File: config.mk
export PLATFORM = sky130hd
export DESIGN_NAME = integer_to_roman_encoder
export DESIGN_NICKNAME = d
export VERILOG_FILES = /design/src/i2r_pkg.sv /design/src/i2r_bcd.sv /design/src/integer_to_roman_encoder.sv
export SDC_FILE = /design/constraint.sdc
export NUM_CORES = 1
export LEC_CHECK = 0
export ABC_AREA = 1
export BUFFER_PORTS_ARGS = -buffer_cell sky130_fd_sc_hd__buf_4
export CORE_ASPECT_RATIO = 0.9
export CORE_MARGIN = 1.5
export CORE_UTILIZATION = 64
export CTS_CLUSTER_DIAMETER = 200
export DETAILED_ROUTE_END_ITERATION = 12
export PLACE_DENSITY = 0.85
export SETUP_SLACK_MARGIN = 0.05
export SLEW_MARGIN = 25
export SYNTH_ARGS = -nofsm -noshare
export SYNTH_HDL_FRONTEND = slang
export SYNTH_SLANG_ARGS = --single-unit
File: constraint.sdc
create_clock -name clock -period 4.4 [get_ports clock]
set_input_delay 0 -clock clock [delete_from_list [all_inputs] [get_ports clock]]
set_output_delay 0 -clock clock [all_outputs]
set_load 0.05 [all_outputs]
File: src/i2r_pkg.sv
// shared types, constants and digit tables of the integer to roman encoder
package i2r_pkg;

   localparam int VALUE_W = 12;
   localparam int NUM_DIGITS = 4;
   localparam int SYMBOL_W = 7;

   localparam logic [VALUE_W-1:0] VALUE_MAX = 12'd3999;

   typedef logic [3:0] digit_type;
   typedef logic [1:0] pos_type;
   typedef logic [2:0] count_type;
   typedef logic [SYMBOL_W-1:0] symbol_type;

   // status from the bcd converter
   typedef struct packed {
      logic done;
      digit_type [NUM_DIGITS-1:0] digits;
   } bcd_status_type;

   // decimal positions, units lowest and thousands highest
   localparam pos_type POS_UNITS = 2'd0;
   localparam pos_type POS_TENS = 2'd1;
   localparam pos_type POS_HUNDREDS = 2'd2;
   localparam pos_type POS_THOUSANDS = 2'd3;

   // symbol roles within one digit
   typedef enum logic [1:0] {
      ROLE_ONE,
      ROLE_FIVE,
      ROLE_TEN
   } role_type;

   // ascii letters
   localparam symbol_type SYM_I = 7'h49;
   localparam symbol_type SYM_V = 7'h56;
   localparam symbol_type SYM_X = 7'h58;
   localparam symbol_type SYM_L = 7'h4C;
   localparam symbol_type SYM_C = 7'h43;
   localparam symbol_type SYM_D = 7'h44;
   localparam symbol_type SYM_M = 7'h4D;
   localparam symbol_type SYM_NONE = 7'h00;

   // number of letters a decimal digit turns into
   function automatic count_type digit_length(input digit_type d);
      count_type len;
      case (d)
         4'd0, 4'd1, 4'd2, 4'd3: len = {1'b0, d[1:0]};
         4'd4: len = 3'd2;
         4'd5: len = 3'd1;
         4'd6, 4'd7, 4'd8: len = 3'(d - 4'd4);
         4'd9: len = 3'd2;
         default: len = 3'd0;
      endcase
      return len;
   endfunction

   // which role the k-th letter of a digit plays
   function automatic role_type digit_role(input digit_type d, input count_type k);
      role_type role;
      case (d)
         4'd9: role = (k == 3'd0) ? ROLE_ONE : ROLE_TEN;
         4'd5, 4'd6, 4'd7, 4'd8: role = (k == 3'd0) ? ROLE_FIVE : ROLE_ONE;
         4'd4: role = (k == 3'd0) ? ROLE_ONE : ROLE_FIVE;
         default: role = ROLE_ONE;
      endcase
      return role;
   endfunction

   // letter for a role at a decimal position
   function automatic symbol_type role_symbol(input pos_type pos, input role_type role);
      symbol_type sym;
      unique case (pos)
         POS_THOUSANDS: sym = SYM_M;
         POS_HUNDREDS: begin
            case (role)
               ROLE_ONE: sym = SYM_C;
               ROLE_FIVE: sym = SYM_D;
               default: sym = SYM_M;
            endcase
         end
         POS_TENS: begin
            case (role)
               ROLE_ONE: sym = SYM_X;
               ROLE_FIVE: sym = SYM_L;
               default: sym = SYM_C;
            endcase
         end
         default: begin
            case (role)
               ROLE_ONE: sym = SYM_I;
               ROLE_FIVE: sym = SYM_V;
               default: sym = SYM_X;
            endcase
         end
      endcase
      return sym;
   endfunction

endpackage

File: src/i2r_bcd.sv
// bit-serial binary to bcd converter, one input bit per cycle
module i2r_bcd (
   input  logic clock,
   input  logic reset,
   input  logic start,
   input  logic [i2r_pkg::VALUE_W-1:0] value,
   output i2r_pkg::bcd_status_type status
);
   import i2r_pkg::*;

   localparam int BCD_W = NUM_DIGITS * 4;
   localparam logic [3:0] LAST_STEP = 4'(VALUE_W - 1);

   logic [VALUE_W-1:0] shift_ff;
   logic [BCD_W-1:0] bcd_ff;
   logic [BCD_W-1:0] adjusted;
   logic [3:0] step_ff;
   logic busy_ff;
   logic done_ff;

   // add three to every digit of five or more before the shift
   always_comb begin
      for (int i = 0; i < NUM_DIGITS; i++) begin
         if (bcd_ff[i*4 +: 4] >= 4'd5) begin
            adjusted[i*4 +: 4] = bcd_ff[i*4 +: 4] + 4'd3;
         end else begin
            adjusted[i*4 +: 4] = bcd_ff[i*4 +: 4];
         end
      end
   end

   // shift sequencer
   always_ff @(posedge clock) begin
      if (reset) begin
         busy_ff <= 1'b0;
         done_ff <= 1'b0;
         step_ff <= '0;
      end else begin
         done_ff <= 1'b0;
         if (start) begin
            busy_ff <= 1'b1;
            step_ff <= '0;
            shift_ff <= value;
            bcd_ff <= '0;
         end else if (busy_ff) begin
            bcd_ff <= {adjusted[BCD_W-2:0], shift_ff[VALUE_W-1]};
            shift_ff <= {shift_ff[VALUE_W-2:0], 1'b0};
            step_ff <= step_ff + 4'd1;
            if (step_ff == LAST_STEP) begin
               busy_ff <= 1'b0;
               done_ff <= 1'b1;
            end
         end
      end
   end

   assign status.done = done_ff;
   assign status.digits = bcd_ff;

endmodule

File: src/integer_to_roman_encoder.sv
// integer to roman numeral encoder, one ascii letter per response
//
//  channel  dir  fields (low bit up)                        handshake
//  req      in   tdata: value[11:0], zero pad               tvalid/tready
//  rsp      out  tdata: symbol[6:0], zero pad; tlast: last;  tvalid/tready
//                tuser: bad_input
//
// a request is taken only while the sequencer is idle; its value then goes through
// bit-serial bcd conversion, and the letters are loaded one per response, with each
// zero leading or inner digit skipped. the conversion shift loop and the one-letter
// output register set the request rate. an out-of-range value passes through the
// error state to its single error response. reset is synchronous and clears the
// sequencer and output valid. a stalled response holds the letter sequencer; the
// next request is taken while the last letter still waits.
module integer_to_roman_encoder (
   input  logic clock,
   input  logic reset,
   input  logic req_tvalid,
   output logic req_tready,
   input  logic [15:0] req_tdata,   // value[11:0], zero [15:12]
   output logic rsp_tvalid,
   input  logic rsp_tready,
   output logic [7:0] rsp_tdata,    // symbol[6:0], zero [7]
   output logic rsp_tlast,
   output logic rsp_tuser           // bad_input
);
   import i2r_pkg::*;

   typedef enum logic [1:0] {
      ST_IDLE,
      ST_CONV,
      ST_EMIT,
      ST_ERROR
   } state_type;

   state_type state_ff;
   pos_type pos_ff;
   count_type cnt_ff;
   logic rsp_valid_ff;
   symbol_type symbol_ff;
   logic last_ff;
   logic bad_ff;

   logic [VALUE_W-1:0] value;
   logic req_accept;
   logic value_bad;
   logic bcd_start;
   bcd_status_type bcd_status;
   digit_type cur_digit;
   count_type cur_len;
   symbol_type cur_symbol;
   logic rest_zero;
   logic slot_free;
   logic digit_end;
   logic rsp_load;
   logic rsp_valid_in;

   // request decode and range check
   assign value = req_tdata[VALUE_W-1:0];
   assign req_tready = (state_ff == ST_IDLE);
   assign req_accept = req_tvalid && req_tready;
   assign value_bad = (value == '0) || (value > VALUE_MAX);
   assign bcd_start = req_accept && !value_bad;

   i2r_bcd u_bcd (
      .clock(clock),
      .reset(reset),
      .start(bcd_start),
      .value(value),
      .status(bcd_status)
   );

   // current digit and its letter
   assign cur_digit = bcd_status.digits[pos_ff];
   assign cur_len = digit_length(cur_digit);
   assign cur_symbol = role_symbol(pos_ff, digit_role(cur_digit, cnt_ff));
   assign digit_end = (3'(cnt_ff + 3'd1) == cur_len);

   // all lower digits empty means this digit ends the numeral
   always_comb begin
      rest_zero = 1'b1;
      for (int i = 0; i < NUM_DIGITS; i++) begin
         if ((2'(i) < pos_ff) && (bcd_status.digits[i] != '0)) begin
            rest_zero = 1'b0;
         end
      end
   end

   assign slot_free = !rsp_valid_ff || rsp_tready;

   // response valid loads on a letter or an error, drops when taken
   assign rsp_load = slot_free && ((state_ff == ST_ERROR)
                     || ((state_ff == ST_EMIT) && (cur_len != '0)));
   assign rsp_valid_in = rsp_load || (rsp_valid_ff && !rsp_tready);

   // sequencer and response register
   always_ff @(posedge clock) begin
      if (reset) begin
         state_ff <= ST_IDLE;
         rsp_valid_ff <= 1'b0;
         pos_ff <= POS_THOUSANDS;
         cnt_ff <= '0;
      end else begin
         rsp_valid_ff <= rsp_valid_in;
         unique case (state_ff)
            ST_IDLE: begin
               if (req_accept) begin
                  state_ff <= value_bad ? ST_ERROR : ST_CONV;
               end
            end
            ST_CONV: begin
               if (bcd_status.done) begin
                  state_ff <= ST_EMIT;
                  pos_ff <= POS_THOUSANDS;
                  cnt_ff <= '0;
               end
            end
            ST_ERROR: begin
               if (slot_free) begin
                  symbol_ff <= SYM_NONE;
                  last_ff <= 1'b1;
                  bad_ff <= 1'b1;
                  state_ff <= ST_IDLE;
               end
            end
            ST_EMIT: begin
               if (cur_len == '0) begin
                  pos_ff <= pos_ff - 2'd1;
               end else if (slot_free) begin
                  symbol_ff <= cur_symbol;
                  last_ff <= digit_end && rest_zero;
                  bad_ff <= 1'b0;
                  if (digit_end) begin
                     cnt_ff <= '0;
                     if (rest_zero) begin
                        state_ff <= ST_IDLE;
                     end else begin
                        pos_ff <= pos_ff - 2'd1;
                     end
                  end else begin
                     cnt_ff <= cnt_ff + 3'd1;
                  end
               end
            end
            default: state_ff <= ST_IDLE;
         endcase
      end
   end

   assign rsp_tvalid = rsp_valid_ff;
   assign rsp_tdata = {1'b0, symbol_ff};
   assign rsp_tlast = last_ff;
   assign rsp_tuser = bad_ff;

endmodule
==> impl_metrics.env, run 1 <==
export IMPL_grt_use_total_pct=24.4
export IMPL_vias=2684
export IMPL_synth_warnings=0
export IMPL_drv_slew=0
export IMPL_synthCells=413
export IMPL_instances_no_fill=508
export IMPL_avgViaCountPerCell=5.28
export IMPL_io_pins=32
export IMPL_final_nets=482
export IMPL_rsz0062_at_grt="false"
export IMPL_drc=0
export IMPL_antenna_found_initial=0
export IMPL_routed_top_layer="met4"
export IMPL_cts_htree_levels=2
export IMPL_hold_path_class="input port to flop"
export IMPL_ys_seq_elements=50
export IMPL_status="complete, no violations"
export IMPL_critPathLaunchType="flop"
export IMPL_final_hold_viol_count=0
export IMPL_die_x_um=77.6
export IMPL_cp_end_kind="flop"
export IMPL_routed_wl_um=6130
export IMPL_finClkSkew_ns=0.00966
export IMPL_dr_pass1_iters=4
export IMPL_drt_iter0_markers=167
export IMPL_pwr_share_clk_pct=13.4
export IMPL_wl_met1_um=2810
export IMPL_fp_dieH_um=70.1
export IMPL_synth_main_ff_cell="edfxtp_1"
export IMPL_fmax_ghz=0.380
export IMPL_switching_share_pct=44.8
export IMPL_wl_per_cell_um=12.1
export IMPL_dieArea_mm2=0.00544
export IMPL_drv_cap=0
export IMPL_p_switching_uw=905
export IMPL_io_buffers=25
export IMPL_drive_gt1_share_pct=13.5
export IMPL_dp_cells=497
export IMPL_final_common_cell="nand2_1"
export IMPL_p_per_area_mw_per_mm2=568
export IMPL_max_slew_worst_pin_slew_ns=0.604
export IMPL_rows=24
export IMPL_final_cell_mix="nand2_1, inv_1, nand3_1"
export IMPL_slew_limit_headroom_pct=59.6
export IMPL_synth_distinct_cells=34
export IMPL_antennaDiodeCount=0
export IMPL_met2_length_um=2980
export IMPL_syn_to_final_growth_pct=11.0
export IMPL_cp_data_arrival_time_ns=2.57
export IMPL_syn_area_per_cell_um2=7.76
export IMPL_synth_edf_count=36
export IMPL_gr_total_overflow=0
export IMPL_pwr_share_comb_pct=49.1
export IMPL_critical_path_max_fanout=15
export IMPL_fin_tns_setup_ns=0
export IMPL_p_int_uw=1120
export IMPL_cellLeakagePower_uw=0.00176
export IMPL_grt_max_degree=40
export IMPL_place_hpwl_um=4500
export IMPL_clockBufferDepth=2
export IMPL_grt_pass1_wl_um=10600
export IMPL_post_cts_setup_buffer_count=0
export IMPL_fin_crit_ns=2.63
export IMPL_syn_area_mm2=0.00320
export IMPL_required_ns=4.34
export IMPL_cts_tree="yes"
export IMPL_cts_buffers=5
export IMPL_worstSetupPathType="flop to flop"
export IMPL_gp_congestion=0.878
export IMPL_ir_drop_uv=372
export IMPL_clock_sinks=50
export IMPL_core_area_mm2=0.00483
export IMPL_power_frac_seq_pct=37.5
export IMPL_met3_length_um=267
export IMPL_setup_viol=0
export IMPL_initial_core_util_pct=66.3
export IMPL_clk_pin_slew_worst_paths_ns=0.10
export IMPL_yosysSeqAreaShare_pct=42.5
export IMPL_min_period_over_period_pct=59.8
export IMPL_ant_nets=0
export IMPL_cts_root_buf="clkbuf_8"
export IMPL_grt_pass1_vias=2446
export IMPL_clkLatencyLatePin_ns=0.31
export IMPL_async_flop_share_pct=0
-- synthesized netlist by cell type (3+ instances only) --
| cell type | instances | area (µm²) |
|---|---|---|
| nand2_2 | 10 | 62.6 |
| or2_2 | 3 | 18.8 |
| o21ai_0 | 21 | 105 |
| ha_1 | 20 | 250 |
| nand4_1 | 4 | 25.0 |
| buf_2 | 4 | 20.0 |
| a21oi_1 | 17 | 85.1 |
| edfxtp_1 | 36 | 1080 |
| inv_2 | 3 | 11.3 |
| nand2_1 | 115 | 432 |
| nor2_1 | 20 | 75.1 |
| inv_1 | 68 | 255 |
| nand3_1 | 40 | 200 |
| nor3_1 | 4 | 20.0 |
| xor2_1 | 8 | 70.1 |
| nand3_2 | 5 | 50.1 |
| dfxtp_1 | 14 | 280 |
-- final cells by class --
| cell class | instances | area, µm² |
|---|---|---|
| flip-flops and latches | 50 | 1360 |
| well taps | 65 | 81.3 |
| fillers | 381 | 1280 |
| clock buffers | 6 | 72.6 |
| clock inverters | 2 | 12.5 |
| multi-input cells | 284 | 1530 |
| inverters | 71 | 267 |
| repair buffers | 30 | 233 |
-- state kept, by name, indices dropped and copies added, names as in the netlist --
| register | count |
|---|---|
| rsp_tuser | 1 |
| rsp_tvalid | 1 |
| u_bcd.shift_ff | 12 |
| u_bcd.done_ff | 1 |
| symbol_ff | 6 |
| pos_ff | 2 |
| state_ff | 2 |
| cnt_ff | 3 |
| u_bcd.bcd_ff | 16 |
| rsp_tlast | 1 |
| u_bcd.busy_ff | 1 |
| u_bcd.step_ff | 4 |
-- worst max-delay path, stage by stage (launching register included) --
cell,delay (ns)
dfxtp_1,0.70
inv_2,0.23
nand2_1,0.13
nand3_1,0.07
nand2_1,0.16
nand2_1,0.10
nand2_1,0.10
nand3_1,0.10
nand2_2,0.10
o211ai_1,0.09
nor2_1,0.49
-- path summary, 6_finish.rpt --
check / start / depth (start not counted) / slack, ns / endpoint
worst max register to register: pos_ff[0] / 10 / 1.77 / rsp_tuser
worst max-delay path: pos_ff[0] / 10 / 1.77 / rsp_tuser
worst min register to register: cnt_ff[1] / 2 / 0.49 / cnt_ff[1]
worst min-delay path: req_tdata[0] / 3 / 0.01 / u_bcd.shift_ff[0]
-- metrics by stage --
step	util, %	instance area [µm²]	worst slack [ns]	power, µW	hold WS (ns)
floorplan	-	3210	1.06	1540	0.0691
global placement	71.2	3440	1.85	1710	0.223
detailed placement	71.2	3440	1.80	1750	0.223
CTS	73.6	3560	1.77	2030	0.0101
global route	73.6	3560	1.43	2200	0.0304
finish	73.6	3560	1.77	2020	0.0113
-- power by group through the flow --
stage / clock network, µW / registers (µW) / logic (µW)
after floorplan: 0 / 806 / 736
after global routing: 296 / 775 / 1130
after global placement: 0 / 763 / 949
after CTS: 275 / 759 / 993
final: 270 / 759 / 993
after detailed placement: 0 / 769 / 980
-- logic make-up after synthesis --
kind of cell | Yosys count | share of synthesized area, %
buffers and inverters | 80 | 10.0
xor gates and xnor gates | 10 | 2.73
DFF | 50 | 42.5
AOI/OAI and AO/OA | 44 | 7.38
muxes | 2 | 0.625
adders and majority gates | 20 | 7.81
other | 1 | 0.117
and+or+nand+nor | 206 | 28.9
-- what timing repair did --
item	in CTS	in global routing
gates resized for setup	0	0
hold buffers	3	0
endpoints found under the hold margin	6	0
endpoints found under the setup margin	0	0
-- routing by layer --
layer / vias up / global-route usage, %
li1: 1382 / -
met1: 1231 / 31.4
met2: 61 / 41.4
met3: 10 / 4.31
met4: 0 / 8.08
met5: - / 0
(Power assumes the default switching activity.)
==> inputs of run 2 (changes only) <==
ABC_AREA = 0   (was 1)
CORE_UTILIZATION = 53   (was 64)
PLACE_DENSITY = 0.76   (was 0.85)
clock period = 2.3 ns   (was 4.4 ns; I/O delays follow)
==> impl_metrics.env, run 2 <==
export IMPL_grt_pass1_wl_um=9700
export IMPL_rrSetupSlack_ns=-0.003
export IMPL_initial_core_util_pct=55.9
export IMPL_yosysTopAreaCell="edfxtp_1"
export IMPL_syn_area_mm2=0.00299
export IMPL_syn_area_per_cell_um2=10.1
export IMPL_dr_pass1_iters=4
export IMPL_synth_top_area_share_pct=36.2
export IMPL_cp_end_kind="flop"
export IMPL_synth_edf_count=36
export IMPL_top_regs="u_bcd.bcd_ff (16), u_bcd.shift_ff (12), symbol_ff (6)"
export IMPL_gr_total_overflow=0
export IMPL_timing_rr_end="state_ff[0]"
export IMPL_clk_pin_slew_worst_paths_ns=0.09
export IMPL_p_per_area_mw_per_mm2=952
export IMPL_min_period_over_period_pct=100
export IMPL_fp_dieH_um=74.3
export IMPL_critical_path_max_fanout=6
export IMPL_finClkSkew_ns=0.00756
export IMPL_min_from="req_tdata[2]"
export IMPL_grt_max_degree=29
export IMPL_grt_use_total_pct=21.0
export IMPL_core_area_mm2=0.00535
export IMPL_yosysSeqAreaShare_pct=45.5
export IMPL_wl_per_cell_um=14.3
export IMPL_drt_iter0_markers=137
export IMPL_instances_no_fill=418
export IMPL_status="complete, but fails checks"
export IMPL_finalWorstSetupSlack_ns=-0.00336
export IMPL_cts_htree_levels=2
export IMPL_grt_pass1_vias=2165
export IMPL_whs_ns=0.00305
export IMPL_setup_viol=1
export IMPL_antenna_found_initial=0
export IMPL_whs_path_depth=2
export IMPL_drive_gt1_share_pct=32.5
export IMPL_netlist_top_cells_count="edfxtp_1, nor2_1, a21oi_1, nand2_1, ha_1"
export IMPL_drv_cap=0
export IMPL_fmax_ghz=0.434
export IMPL_clkLatencyLatePin_ns=0.31
export IMPL_synth_main_ff_cell="edfxtp_1"
export IMPL_antennaDiodeCount=0
export IMPL_hold_path_class="input port to flop"
export IMPL_required_ns=2.50
export IMPL_ys_seq_elements=50
export IMPL_synthCells=295
export IMPL_max_slew_worst_pin_slew_ns=0.544
export IMPL_rsz0062_at_grt="true"
export IMPL_cp_data_arrival_time_ns=2.51
export IMPL_drv_slew=0
export IMPL_synth_distinct_cells=48
export IMPL_dp_cells=398
export IMPL_cts_buffers=5
export IMPL_fin_tns_setup_ns=-0.00336
export IMPL_r2r_start="u_bcd.bcd_ff[8]"
export IMPL_vias=2327
export IMPL_place_hpwl_um=4210
export IMPL_clock_sinks=50
export IMPL_ir_drop_uv=509
export IMPL_largest_reg_flops=16
export IMPL_yosys_top_cells_area="edfxtp_1, dfxtp_1, ha_1, nor2_1, mux2_2"
export IMPL_drc=0
export IMPL_io_buffers=25
export IMPL_routed_wl_um=5960
export IMPL_multiInputGateArea_mm2=0.00160
export IMPL_slew_limit_headroom_pct=63.7
export IMPL_async_flop_share_pct=0
export IMPL_cts_tree="yes"
export IMPL_register_area_mm2=0.00137
export IMPL_dieArea_mm2=0.00610
export IMPL_cts_root_buf="clkbuf_8"
export IMPL_synth_warnings=0
export IMPL_violations="setup timing"
export IMPL_clockBufferDepth=2
export IMPL_critPathLaunchType="flop"
export IMPL_fin_crit_ns=2.30
export IMPL_final_hold_viol_count=0
export IMPL_place_ws_ns=-0.00940
export IMPL_worstSetupPathType="flop to flop"
export IMPL_syn_to_final_growth_pct=23.4
export IMPL_gp_congestion=0.858
export IMPL_largest_register="u_bcd.bcd_ff"
export IMPL_avgViaCountPerCell=5.57
export IMPL_num_fill_cells=406
export IMPL_final_nets=390
export IMPL_cellLeakagePower_uw=0.00146
export IMPL_reg2reg_depth=7
export IMPL_rows=25
export IMPL_final_cell_mix="buf_4, edfxtp_1, nor2_1"
export IMPL_io_pins=32
export IMPL_die_x_um=82.2
export IMPL_report_power_total_uw=3510
export IMPL_final_common_cell="buf_4"
export IMPL_ant_nets=0
export IMPL_whs_endpoint="u_bcd.shift_ff[2]"
run 2: changes by cell type after synthesis, moves of 5 or more:
| cell | delta |
|---|---|
| nand2_2 | -10 |
| a21oi_1 | +6 |
| clkbuf_1 | +7 |
| nand3_2 | -5 |
| mux2_2 | +11 |
| nor4_1 | +5 |
| nand2b_1 | +8 |
| nor2_1 | +16 |
| nor3_1 | +8 |
| inv_1 | -49 |
| nand2_1 | -92 |
| o21ai_0 | -10 |
| nand3_1 | -36 |
run 2: worst max path at each step:
stage / startpoint / end / slack, ns
4_1_cts: u_bcd.bcd_ff[13] / pos_ff[0] / 0.04
3_3_place_gp: pos_ff[0] / state_ff[0] / 0.04
3_5_place_dp: pos_ff[0] / pos_ff[0] / -0.009
2_1_floorplan: pos_ff[0] / state_ff[0] / 0.05
5_1_grt: pos_ff[0] / symbol_ff[2] / -0.13
6_report: u_bcd.bcd_ff[8] / state_ff[0] / -0.003
run 2: layer usage:
metal	share of wire [%]	global-route usage (%)
met3	3.3	4.66
met5	0	0
met1	47	28.3
met4	2.0	5.84
met2	48	34.2
run 2: final cells by class:
| type | count | share of cell area, % |
|---|---|---|
| clock buffers | 7 | 2.64 |
| clock inverters | 1 | 0.169 |
| inverters | 19 | 1.93 |
| multi-input cells | 214 | 43.4 |
| flip-flops and latches | 50 | 37.0 |
| well taps | 67 | 2.27 |
| repair buffers | 60 | 12.6 |
run 2: kinds of logic (layout without fill, tap and decap cells):
kind of cell             after synthesis  count (layout)  synth area share (%)
AND/OR/NAND/NOR                      109             109                  18.1
multiplexers                          17              17                  7.82
buffers and inverters                 32              87                  4.64
adder cells (fa/ha/maj)               20              20                  8.37
AO/OA/AOI/OAI                         54              54                  11.9
flip-flops                            50              50                  45.5
other                                  1               2                 0.125
XOR/XNOR                              12              12                  3.51
run 2: stage by stage:
stage | util, % | instance area, µm²
2_1_floorplan | - | 3050
3_3_place_gp | 63.9 | 3420
3_5_place_dp | 63.9 | 3420
4_1_cts | 67.7 | 3620
5_1_grt | 69.0 | 3690
6_report | 69.0 | 3690
run 2: worst max-delay path, cell delays in order (launching register included):
cell      delay (ns)
edfxtp_1        0.43
mux4_2          0.55
and4bb_2        0.27
or2_1           0.21
o211ai_2        0.26
a31o_2          0.24
and2_4          0.18
o31ai_4         0.05
run 2: what timing repair did:
| item | CTS | global route |
|---|---|---|
| gates resized for setup | 6 | 16 |
| endpoints found under the hold margin | 1 | 0 |
| pin swaps | 5 | 8 |
| cloned | 0 | 0 |
| endpoints found under the setup margin | 14 | 20 |
| hold buffers | 1 | 0 |
| setup buffers | 9 | 2 |
run 2: power breakdown:
group	leakage, µW	internal [µW]	switching, µW
clock	0.0000539	282	299
sequential	0.000453	1210	93.8
combinational	0.000953	722	910
==> inputs of run 3 (changes only) <==
CORE_MARGIN = default   (was 1.5)
==> impl_metrics.env, run 3 (synthesized netlist as in run 2, its figures left out) <==
export IMPL_grt_met2_usage_pct=37.7
export IMPL_p_per_area_mw_per_mm2=951
export IMPL_required_ns=2.50
export IMPL_cts_tree="yes"
export IMPL_min_period_over_period_pct=101
export IMPL_hold_path_class="input port to flop"
export IMPL_cp_data_arrival_time_ns=2.51
export IMPL_cts_htree_levels=2
export IMPL_grt_busiest_layer="met2"
export IMPL_core_area_mm2=0.00535
export IMPL_grt_use_met3_pct=6.09
export IMPL_grt_max_degree=29
export IMPL_ir_drop_uv=527
export IMPL_num_fill_cells=407
export IMPL_violations="setup timing"
export IMPL_gp_congestion=0.798
export IMPL_grt_pass1_vias=2230
export IMPL_drv_slew=0
export IMPL_gr_total_overflow=0
export IMPL_final_nets=393
export IMPL_dieArea_mm2=0.00595
export IMPL_cellLeakagePower_uw=0.00146
export IMPL_critical_path_max_fanout=5
export IMPL_initial_core_util_pct=55.9
export IMPL_fin_crit_ns=2.31
export IMPL_top_regs="u_bcd.bcd_ff (16), u_bcd.shift_ff (12), symbol_ff (6)"
export IMPL_avgViaCountPerCell=5.54
export IMPL_cp_end_kind="flop"
export IMPL_grt_met1_usage_pct=29.1
export IMPL_final_hold_viol_count=0
export IMPL_drv_cap=0
export IMPL_final_cell_mix="buf_4, edfxtp_1, nor2_1"
export IMPL_place_hpwl_um=4540
export IMPL_ant_nets=0
export IMPL_final_common_cell="buf_4"
export IMPL_fin_tns_setup_ns=-0.0136
export IMPL_clock_sinks=50
export IMPL_setup_viol=1
export IMPL_drive_gt1_share_pct=31.4
export IMPL_io_pins=32
export IMPL_rows=25
export IMPL_die_x_um=81.2
export IMPL_finalWorstSetupSlack_ns=-0.0136
export IMPL_critPathLaunchType="flop"
export IMPL_clockBufferDepth=2
export IMPL_rsz0062_at_grt="true"
export IMPL_routed_wl_um=6290
export IMPL_largest_register="u_bcd.bcd_ff"
export IMPL_io_buffers=25
export IMPL_cts_buffers=5
export IMPL_drt_iter0_markers=114
export IMPL_clk_pin_slew_worst_paths_ns=0.09
export IMPL_worstSetupPathType="flop to flop"
export IMPL_cts_root_buf="clkbuf_8"
export IMPL_antenna_found_initial=0
export IMPL_fp_dieH_um=73.3
export IMPL_vias=2331
export IMPL_fmax_ghz=0.432
export IMPL_clkLatencyLatePin_ns=0.31
export IMPL_finClkSkew_ns=0.00819
export IMPL_wl_per_cell_um=14.9
export IMPL_fin_util_pct=69.6
export IMPL_largest_reg_flops=16
export IMPL_drc=0
export IMPL_antennaDiodeCount=0
export IMPL_dr_pass1_iters=4
export IMPL_status="complete, but fails checks"
export IMPL_grt_pass1_wl_um=10100
export IMPL_syn_to_final_growth_pct=24.5
export IMPL_grt_use_total_pct=22.9
-- run 3: timing repair --
item | CTS | global route
buffers inserted | 7 | 4
pin swaps | 9 | 9
gates resized for setup | 9 | 12
setup endpoints to repair | 19 | 20
hold buffers | 2 | 3
endpoints found under the hold margin | 2 | 3
-- run 3: final timing paths --
check                             to              from  slack (ns)  depth (start not counted)
setup / recovery           pos_ff[0]         pos_ff[0]       -0.01                          8
setup reg to reg           pos_ff[0]         pos_ff[0]       -0.01                          8
hold reg to reg        u_bcd.done_ff  u_bcd.step_ff[3]        0.54                          2
hold / removal    u_bcd.shift_ff[11]     req_tdata[11]       0.007                          2
-- run 3: where the power goes --
part | leakage [µW] | internal [µW] | switching, µW
combinational | 0.000953 | 716 | 915
sequential | 0.000453 | 1210 | 97.6
clock | 0.0000566 | 311 | 295
-- run 3: critical path, stage by stage (launching register included) --
cell and delay [ns]:
dfxtp_4 0.40, mux4_2 0.56, buf_4 0.17, nand2b_1 0.15, a21oi_1 0.20, o211ai_2 0.16, a31o_2 0.28, a311oi_2 0.21
nor2_1 0.07
-- run 3: area by class of cell --
type	count	area, µm²	area share (%)
Tap cell	67	83.8	2.25
Clock buffer	8	111	2.99
Multi-Input combinational cell	214	1590	42.7
Timing Repair Buffer	63	502	13.5
Inverter	19	71.3	1.92
Sequential cell	50	1370	36.7
-- run 3: layer usage --
layer  vias up  wire [µm]
li1       1166          -
met1      1101       2840
met2        54       3120
met3        10        245
met4         0         87
met5         -          0
-- run 3: stage by stage --
| step | hold slack [ns] | worst slack (ns) | instance area, µm² | total power (µW) | cells |
|---|---|---|---|---|---|
| floorplan | 0.221 | 0.0483 | 3050 | 2400 | 296 |
| global placement | 0.316 | 0.0169 | 3410 | 2750 | 397 |
| detailed placement | 0.318 | -0.0515 | 3410 | 2810 | 397 |
| CTS | 0.000954 | 0.0202 | 3630 | 3480 | 414 |
| global route | 0.00486 | -0.0891 | 3720 | 3770 | 421 |
| finish | 0.00712 | -0.0136 | 3720 | 3540 | 421 |
